File: src/hdl/assert_macros.svh
// assertion macros shared by the rtl modules
// no dependencies
`ifndef ASSERT_MACROS_SVH
`define ASSERT_MACROS_SVH

// condition must hold at every clock edge out of reset
`define CHK_ALWAYS(lbl, clk, rst_n, cond) \
	lbl: assert property (@(posedge clk) disable iff (!rst_n) (cond)) \
		else $error("invariant violated");

// consequent must hold whenever the antecedent holds
`define CHK_IMPLIES(lbl, clk, rst_n, ante, cons) \
	lbl: assert property (@(posedge clk) disable iff (!rst_n) (ante) |-> (cons)) \
		else $error("implication violated");

`endif

File: src/hdl/u8u16_pkg.sv
// types and constants for the utf-8 / cesu-8 to utf-16 decoder
// no dependencies
package u8u16_pkg;

	localparam int ACC_W = 26;

	localparam logic [2:0] MAX_SEQ_LEN = 3'd6;

	localparam logic [ACC_W-1:0] OFFSET_2 = ACC_W'(32'h0000_3080);
	localparam logic [ACC_W-1:0] OFFSET_3 = ACC_W'(32'h000E_2080);
	localparam logic [ACC_W-1:0] OFFSET_4 = ACC_W'(32'h03C8_2080);

	localparam logic [ACC_W-1:0] LEAST_2 = ACC_W'(32'h0000_0080);
	localparam logic [ACC_W-1:0] LEAST_3 = ACC_W'(32'h0000_0800);
	localparam logic [ACC_W-1:0] LEAST_4 = ACC_W'(32'h0001_0000);

	localparam logic [ACC_W-1:0] MAX_CODE_POINT = ACC_W'(32'h0010_FFFF);
	localparam logic [ACC_W-1:0] MAX_BMP        = ACC_W'(32'h0000_FFFF);
	localparam logic [ACC_W-1:0] SURR_FIRST     = ACC_W'(32'h0000_D800);
	localparam logic [ACC_W-1:0] SURR_LAST      = ACC_W'(32'h0000_DFFF);
	localparam logic [20:0]      SUPP_BASE      = 21'h1_0000;

	localparam logic [5:0] HIGH_SURR_TAG = 6'b110110;
	localparam logic [5:0] LOW_SURR_TAG  = 6'b110111;

	localparam logic [1:0] CNT_NONE = 2'd0;
	localparam logic [1:0] CNT_ONE  = 2'd1;
	localparam logic [1:0] CNT_TWO  = 2'd2;

	typedef struct packed {
		logic [15:0] code_unit;
		logic        status;
		logic [2:0]  bad_length;
		logic        last;
	} result_t;

	typedef struct packed {
		logic [1:0] count;
		result_t    r0;
		result_t    r1;
	} result_pair_t;

endpackage

File: src/hdl/utf8_to_utf16_decoder_top.sv
// utf-8 / cesu-8 to utf-16 decoder, one byte per item in, one code unit per item out
// an accepted byte is registered, then its results are registered for m_
// throughput: one byte per cycle while the result register is free; a byte's two
//   results (surrogate pair, or error plus a new unit) stay until both are taken
// reset: arst_n clears sequence state, cesu_mode and all valid flags at once
module utf8_to_utf16_decoder_top (
	input  logic        clk,
	input  logic        arst_n,
	input  logic        cfg_we,
	input  logic        cfg_wdata,  // cesu_mode
	input  logic        s_tvalid,
	output logic        s_tready,
	input  logic [7:0]  s_tdata,    // data_byte
	output logic        m_tvalid,
	input  logic        m_tready,
	output logic [23:0] m_tdata,    // code_unit[15:0], bad_length[18:16], zero fill
	output logic        m_tuser,    // status
	output logic        m_tlast
);
	import u8u16_pkg::*;

	logic         cesu_q;
	logic         valid_s1;
	logic [7:0]   byte_s1;
	logic         free;
	logic         step;
	result_pair_t results;

	assign s_tready = !valid_s1 || free;
	assign step = valid_s1 && free;

	always_ff @(posedge clk or negedge arst_n) begin
		if (!arst_n) begin
			cesu_q <= 1'b0;
			valid_s1 <= 1'b0;
		end else begin
			if (cfg_we)
				cesu_q <= cfg_wdata;
			if (s_tready)
				valid_s1 <= s_tvalid;
		end
	end

	always_ff @(posedge clk) begin
		if (s_tvalid && s_tready)
			byte_s1 <= s_tdata;
	end

	u8u16_core u_core (
		.clk       (clk),
		.arst_n    (arst_n),
		.step      (step),
		.data_byte (byte_s1),
		.cesu_mode (cesu_q),
		.results   (results)
	);

	u8u16_outbuf u_outbuf (
		.clk      (clk),
		.arst_n   (arst_n),
		.load     (step && (results.count != CNT_NONE)),
		.pair     (results),
		.free     (free),
		.m_tvalid (m_tvalid),
		.m_tready (m_tready),
		.m_tdata  (m_tdata),
		.m_tuser  (m_tuser),
		.m_tlast  (m_tlast)
	);

endmodule

File: src/hdl/u8u16_core.sv
// sequence state and per-byte decode, up to two results per byte
// depends on u8u16_pkg and assert_macros.svh
`include "assert_macros.svh"

module u8u16_core (
	input  logic                   clk,
	input  logic                   arst_n,
	input  logic                   step,
	input  logic [7:0]             data_byte,
	input  logic                   cesu_mode,
	output u8u16_pkg::result_pair_t results
);
	import u8u16_pkg::*;

	typedef struct packed {
		logic       emit;
		result_t    res;
		logic       open;
		logic [2:0] len;
	} start_t;

	logic             in_seq_q;
	logic [2:0]       exp_len_q;
	logic [2:0]       seen_q;
	logic [ACC_W-1:0] acc_q;

	logic             in_seq_d;
	logic [2:0]       exp_len_d;
	logic [2:0]       seen_d;
	logic [ACC_W-1:0] acc_d;

	start_t           st;
	result_pair_t     fin;
	logic [ACC_W-1:0] acc_sh;
	logic [2:0]       seen_inc;
	logic [2:0]       n_len;
	logic             is_trail;

	function automatic logic [2:0] lead_len(input logic [7:0] b);
		logic [2:0] len;
		len = 3'd0;
		if (b[7:5] == 3'b110) len = 3'd2;
		else if (b[7:4] == 4'b1110) len = 3'd3;
		else if (b[7:3] == 5'b11110) len = 3'd4;
		else if (b[7:2] == 6'b111110) len = 3'd5;
		else if (b[7:1] == 7'b1111110) len = 3'd6;
		return len;
	endfunction

	function automatic start_t start_dec(input logic [7:0] b);
		start_t s;
		logic [2:0] len;
		s = '0;
		len = lead_len(b);
		if (!b[7]) begin
			s.emit = 1'b1;
			s.res.code_unit = {8'd0, b};
		end else if (len == 3'd0) begin
			s.emit = 1'b1;
			s.res.status = 1'b1;
			s.res.bad_length = 3'd1;
		end else begin
			s.open = 1'b1;
			s.len = len;
		end
		return s;
	endfunction

	function automatic result_pair_t finish_dec(input logic [ACC_W-1:0] acc,
			input logic [2:0] n, input logic cesu);
		result_pair_t p;
		logic [ACC_W-1:0] offset;
		logic [ACC_W-1:0] least;
		logic [ACC_W-1:0] cp;
		logic [20:0]      cp2;
		logic             len_ok;
		logic             ok;
		p = '0;
		len_ok = 1'b1;
		case (n)
			3'd2: begin
				offset = OFFSET_2;
				least = LEAST_2;
			end
			3'd3: begin
				offset = OFFSET_3;
				least = LEAST_3;
			end
			3'd4: begin
				offset = OFFSET_4;
				least = LEAST_4;
			end
			3'd0, 3'd1: begin
				offset = '0;
				least = '0;
			end
			default: begin
				offset = '0;
				least = '0;
				len_ok = 1'b0;
			end
		endcase
		cp = acc - offset;
		cp2 = cp[20:0] - SUPP_BASE;
		ok = len_ok && (cp <= MAX_CODE_POINT) && (cp >= least);
		if (cesu)
			ok = ok && (n <= 3'd3);
		else
			ok = ok && !((cp >= SURR_FIRST) && (cp <= SURR_LAST));
		if (!ok) begin
			p.count = CNT_ONE;
			p.r0.status = 1'b1;
			p.r0.bad_length = n;
			p.r0.last = 1'b1;
		end else if (cp <= MAX_BMP) begin
			p.count = CNT_ONE;
			p.r0.code_unit = cp[15:0];
			p.r0.last = 1'b1;
		end else begin
			p.count = CNT_TWO;
			p.r0.code_unit = {HIGH_SURR_TAG, cp2[19:10]};
			p.r1.code_unit = {LOW_SURR_TAG, cp2[9:0]};
			p.r1.last = 1'b1;
		end
		return p;
	endfunction

	always_comb begin
		st = start_dec(data_byte);
		acc_sh = {acc_q[ACC_W-7:0], 6'b0} + ACC_W'(data_byte);
		seen_inc = seen_q + 3'd1;
		n_len = (exp_len_q > MAX_SEQ_LEN) ? MAX_SEQ_LEN : exp_len_q;
		fin = finish_dec(acc_sh, n_len, cesu_mode);
		is_trail = (data_byte[7:6] == 2'b10);

		results = '0;
		in_seq_d = in_seq_q;
		exp_len_d = exp_len_q;
		seen_d = seen_q;
		acc_d = acc_q;

		if (!in_seq_q) begin
			if (st.emit) begin
				results.count = CNT_ONE;
				results.r0 = st.res;
				results.r0.last = 1'b1;
			end
			if (st.open) begin
				in_seq_d = 1'b1;
				exp_len_d = st.len;
				seen_d = 3'd1;
				acc_d = ACC_W'(data_byte);
			end
		end else if (is_trail) begin
			if (seen_inc >= exp_len_q) begin
				results = fin;
				in_seq_d = 1'b0;
				exp_len_d = 3'd0;
				seen_d = 3'd0;
				acc_d = '0;
			end else begin
				seen_d = seen_inc;
				acc_d = acc_sh;
			end
		end else begin
			// interrupted sequence: error first, then restart on this byte
			results.r0.status = 1'b1;
			results.r0.bad_length = seen_q;
			if (st.emit) begin
				results.count = CNT_TWO;
				results.r1 = st.res;
				results.r1.last = 1'b1;
			end else begin
				results.count = CNT_ONE;
				results.r0.last = 1'b1;
			end
			in_seq_d = st.open;
			exp_len_d = st.open ? st.len : 3'd0;
			seen_d = st.open ? 3'd1 : 3'd0;
			acc_d = st.open ? ACC_W'(data_byte) : '0;
		end
	end

	always_ff @(posedge clk or negedge arst_n) begin
		if (!arst_n) begin
			in_seq_q <= 1'b0;
			exp_len_q <= 3'd0;
			seen_q <= 3'd0;
			acc_q <= '0;
		end else if (step) begin
			in_seq_q <= in_seq_d;
			exp_len_q <= exp_len_d;
			seen_q <= seen_d;
			acc_q <= acc_d;
		end
	end

	`CHK_IMPLIES(a_seen_below_len, clk, arst_n, in_seq_q, seen_q < exp_len_q)
	`CHK_IMPLIES(a_len_range, clk, arst_n, in_seq_q, (exp_len_q >= 3'd2) && (exp_len_q <= MAX_SEQ_LEN))
	`CHK_IMPLIES(a_idle_clear, clk, arst_n, !in_seq_q, (exp_len_q == 3'd0) && (seen_q == 3'd0))

endmodule

File: src/hdl/u8u16_outbuf.sv
// result register holding the results of one byte, drained one item a cycle while m_tready is high
// depends on u8u16_pkg and assert_macros.svh
`include "assert_macros.svh"

module u8u16_outbuf (
	input  logic                    clk,
	input  logic                    arst_n,
	input  logic                    load,
	input  u8u16_pkg::result_pair_t pair,
	output logic                    free,
	output logic                    m_tvalid,
	input  logic                    m_tready,
	output logic [23:0]             m_tdata,  // code_unit[15:0], bad_length[18:16], zero fill
	output logic                    m_tuser,  // status
	output logic                    m_tlast
);
	import u8u16_pkg::*;

	logic         valid_q;
	logic         idx_q;
	result_pair_t pair_q;
	result_t      cur;
	logic         last_idx;

	assign last_idx = (pair_q.count == CNT_TWO);
	assign free = !valid_q || (m_tready && (idx_q == last_idx));
	assign cur = idx_q ? pair_q.r1 : pair_q.r0;

	assign m_tvalid = valid_q;
	assign m_tdata = {5'd0, cur.bad_length, cur.code_unit};
	assign m_tuser = cur.status;
	assign m_tlast = cur.last;

	always_ff @(posedge clk or negedge arst_n) begin
		if (!arst_n) begin
			valid_q <= 1'b0;
			idx_q <= 1'b0;
		end else if (load) begin
			valid_q <= 1'b1;
			idx_q <= 1'b0;
		end else if (valid_q && m_tready) begin
			if (idx_q == last_idx)
				valid_q <= 1'b0;
			else
				idx_q <= 1'b1;
		end
	end

	always_ff @(posedge clk) begin
		if (load)
			pair_q <= pair;
	end

	`CHK_IMPLIES(a_load_when_free, clk, arst_n, load, free && (pair.count != CNT_NONE))
	`CHK_IMPLIES(a_held_nonempty, clk, arst_n, valid_q, pair_q.count != CNT_NONE)
	`CHK_IMPLIES(a_second_needs_pair, clk, arst_n, valid_q && idx_q, pair_q.count == CNT_TWO)

endmodule

File: config.mk
export PLATFORM = sky130hd
export DESIGN_NAME = utf8_to_utf16_decoder_top
export DESIGN_NICKNAME = d
export VERILOG_FILES = /design/src/hdl/u8u16_pkg.sv /design/src/hdl/utf8_to_utf16_decoder_top.sv /design/src/hdl/u8u16_core.sv /design/src/hdl/u8u16_outbuf.sv
export VERILOG_INCLUDE_DIRS = /design/src /design/src/hdl
export SDC_FILE = /design/constraint.sdc
export NUM_CORES = 1
export LEC_CHECK = 0
export BUFFER_PORTS_ARGS = -buffer_cell sky130_fd_sc_hd__buf_2
export CAP_MARGIN = 10
export CORE_UTILIZATION = 36
export DETAILED_ROUTE_END_ITERATION = 10
export PLACE_DENSITY = 0.61
export SYNTH_ARGS = -nofsm -noshare
export SYNTH_HDL_FRONTEND = slang
export SYNTH_HIERARCHICAL = 1
export SYNTH_SLANG_ARGS = --single-unit
File: constraint.sdc
create_clock -name clk -period 12.3 [get_ports clk]
set_clock_uncertainty 0.05 [all_clocks]
set_input_delay 2.46 -clock clk [delete_from_list [all_inputs] [get_ports clk]]
set_output_delay 2.46 -clock clk [all_outputs]
set_load 0.02 [all_outputs]
==> summary.txt <==
Detailed routing
  – Mean number of vias per cell: 5.52
  – Vias: 4493
  – Initial DRC Count: 375
  – DRC violations left: 0
  – Drt total wl: 13800 µm
  – Antenna violation net count after detailed routing: 0
  – Drt first pass iters: 7
  – Drt wl/cell: 17.0 µm

Worst setup path
  – Critical path's slowest cell: o21a_2
  – Crit path max-delay family: simple AND/OR/NAND/NOR gates
  – FF-to-FF Start: byte_s1[6]$_DFFE_PP_
  – Reg2Reg Depth: 20
  – Critical path cell sequence: ha_1 > fa_1 > and4_1 > nand2_1 > xnor2_1 > ha_1 > or2_2 > a21oi_1 > o22ai_1 > xnor2_1 > ha_1 > and4_1 > and4_1 > a41o_1 > a21oi_1 > or3_1 > nor3_1 > nand2_1 > o21ai_0 > o21a_2
  – CP peak stage delay: 0.90 ns
  – Crit end category: register
  – WP data required: 12.21 ns
  – R2R setup slack: 4.91 ns
  – RR Endpoint: u_outbuf/pair_q[14]$_DFFE_PP_
  – Crit path buf inv count: 0
  – Crit path launch type: register
  – Crit path DAT: 7.31 ns
  – Crit-path max FO: 46
  – Critical setup path kind: reg -> reg

Power and ir drop
  – Pwr dens: 293 mW/mm²
  – VDD IR max: 0.000125 V
  – Leak: 2.55 nW
  – Total power: 1.85 mW

Synth
  – Prevailing post-synth register cell: edfxtp_1
  – Area leader, netlist: edfxtp_1
  – FF+latch count, synth: 83
  – Cells after Synth: 578
  – Post-synth top area share: 26.9%
  – Ys Warns: 6
  – Most frequent cells after synthesis: nand2_1, edfxtp_1, nor2_1
  – Top post-synthesis cells by area: edfxtp_1, dfrtp_1, mux2_4, ha_1, xnor2_1
  – Register area share after synthesis: 40.2%
  – Synthesized area per cell: 10.1 µm²
  – Post-synth EDFFs: 52
  – Fraction of registers with async set/reset: 37.3%
  – Post-Syn Area: 0.00581 mm²
  – Yosys cell types: 85
  – Most frequent cell after synthesis: nand2_1

Timing
  – Final period utilization: 60.1%
  – Least-Margin Pin Slew: 1.04 ns
  – Final Hold Viols: 0
  – Final TNS setup: 0 ns
  – Max Transition Viols Final: 0
  – Setup repair after global routing missed its margin: false
  – Final setup vio count: 0
  – Final Critical Period: 7.39 ns
  – Slew HR: 30.9%
  – Fmax: 0.135 GHz

CTS
  – Cts hold-fix bufs: 0
  – Clock transition at path regs: 0.06 ns
  – Clock Latency Late Sink: 0.35 ns
  – CTS Sinks: 83
  – Post-CTS Setup Bufs: 0
  – H-tree levels: 3
  – Inserted Clock Buffers: 9
  – CTS Buffer Depth: 2
  – Root Driver: clkbuf_16
  – Post-cts resize count: 0
  – CTS tree: built

Finish
  – Final Net Count: 629
  – Final Non-Filler Cells: 814
  – Layout Area Growth over Synthesis: 8.78%
  – Fin area: 0.00632 mm²
  – Share of cells above drive strength 1: 17.6%
  – Antenna diode count: 0

Floorplanning
  – Ports: 42
  – Die height: 129 µm
  – Die area: 0.0167 mm²
  – Starting Density: 36.7%
  – Die W: 129 µm
  – # rows: 46
  – Core box area: 0.0158 mm²

Hold path
  – Worst hold endpoint: u_core/acc_q[0]$_DFFE_PN0P_
  – Hold_sp: u_core/acc_q[0]$_DFFE_PN0P_
  – Hold path depth: 1
  – Tightest Hold Check Type: reg -> reg

Global routing
  – First-pass GRT wire length: 21400 µm
  – Largest net degree at the start of global routing: 47
  – Vias in the first global route: 4154
  – Total GRT Usage: 16.9%
  – Initial antenna violation count: 0
  – Grt ovf: 0

Run
  – Max_cap viols: 0

Place
  – Placed Cells: 798
  – GPL Wtd Cong: 0.909
  – Count of port buffers added during placement: 36
  – Placed cell area: 0.00602 mm²
  – Detailed-placement wirelength estimate: 10400 µm

Status
  – Status: finished clean
## layer usage
layer / up-vias / GRT usage [%] / part of all wire [%]
li1: 2152 / - / -
met1: 2179 / 22.4 / 46
met2: 136 / 26.6 / 46
met3: 26 / 3.51 / 5.0
met4: 0 / 8.03 / 2.9
met5: - / 0 / 0
## worst reg2reg max path: stages (launching register included)
cell and delay (ns):
edfxtp_1 0.49, ha_1 0.29, fa_1 0.63, and4_1 0.41, nand2_1 0.09, xnor2_1 0.17
ha_1 0.41, or2_2 0.34, a21oi_1 0.32, o22ai_1 0.24, xnor2_1 0.36, ha_1 0.24
and4_1 0.17, and4_1 0.25, a41o_1 0.20, a21oi_1 0.06, or3_1 0.39, nor3_1 0.53
nand2_1 0.10, o21ai_0 0.35, o21a_2 0.90
## cells in the final DEF, fill, tap and decap left out, types with 10 or more instances in the layout
| master | netlist | layout |
|---|---|---|
| xor2_1 | 10 | 10 |
| buf_2 | 6 | 36 |
| o21ai_0 | 23 | 23 |
| edfxtp_1 | 52 | 52 |
| nor3_1 | 17 | 17 |
| dfrtp_1 | 31 | 31 |
| nand2_1 | 56 | 56 |
| nor2_1 | 39 | 39 |
| ha_1 | 21 | 21 |
| inv_1 | 21 | 21 |
| a21oi_1 | 20 | 20 |
| xnor2_1 | 27 | 27 |
| a22o_1 | 11 | 11 |
| o21a_1 | 11 | 10 |
| nand3_1 | 28 | 28 |
| mux2_4 | 19 | 19 |
## per-stage QoR
step	hold WS [ns]	utilization, %	setup WS, ns
finish	0.474	40.0	4.91
global route	0.495	40.0	4.28
CTS	0.472	40.0	4.99
detailed placement	0.452	38.1	5.06
global placement	0.441	38.1	5.36
floorplan	0.417	-	5.63
## registers in the layout, indices dropped and copies added, names as in the netlist
name,cells
byte_s1,8
cesu_q,1
u_core/acc_q,20
u_core/exp_len_q,3
u_core/in_seq_q,1
u_core/seen_q,3
u_outbuf/idx_q,1
u_outbuf/m_tvalid,1
u_outbuf/pair_q,44
valid_s1,1
## cells by family (layout without fill, tap and decap cells)
logic type	Yosys count	in the layout	share of synthesized area, %
simple gates	207	207	19.3
compound gates	137	137	17.0
flops	83	83	40.2
buf+inv	62	76	6.24
xor+xnor	39	39	6.13
mux	26	26	6.18
fa+ha+maj	22	22	4.86
other cells	2	8	0.129
## how the worst max path moves through the flow
stage | start | endpoint | slack [ns] | depth (start not counted)
floorplan | byte_s1[6]$_DFFE_PP_ | u_outbuf/pair_q[0]$_DFFE_PP_ | 5.63 | 22
global placement | byte_s1[6]$_DFFE_PP_ | u_outbuf/pair_q[41]$_DFFE_PP_ | 5.36 | 20
detailed placement | byte_s1[6]$_DFFE_PP_ | u_outbuf/pair_q[20]$_DFFE_PP_ | 5.06 | 20
CTS | byte_s1[6]$_DFFE_PP_ | u_outbuf/pair_q[33]$_DFFE_PP_ | 4.99 | 20
global route | byte_s1[6]$_DFFE_PP_ | u_outbuf/pair_q[33]$_DFFE_PP_ | 4.28 | 20
finish | byte_s1[6]$_DFFE_PP_ | u_outbuf/pair_q[14]$_DFFE_PP_ | 4.91 | 20
## where the power goes
group / total, mW / internal (mW) / switching (mW)
logic: 1.08 / 0.436 / 0.644
registers: 0.495 / 0.403 / 0.0916
clock network: 0.277 / 0.159 / 0.118
total: 1.85 / 0.998 / 0.853
## layout make-up
cell class	count	area, µm²
Tap cell	216	270
Multi-Input combinational cell	439	3140
Fill cell	1549	9500
Clock buffer	9	225
Sequential cell	83	2340
Inverter	22	82.6
Timing Repair Buffer	38	195
Clock inverter	7	76.3
No activity file was read; power rests on OpenSTA's default activity.
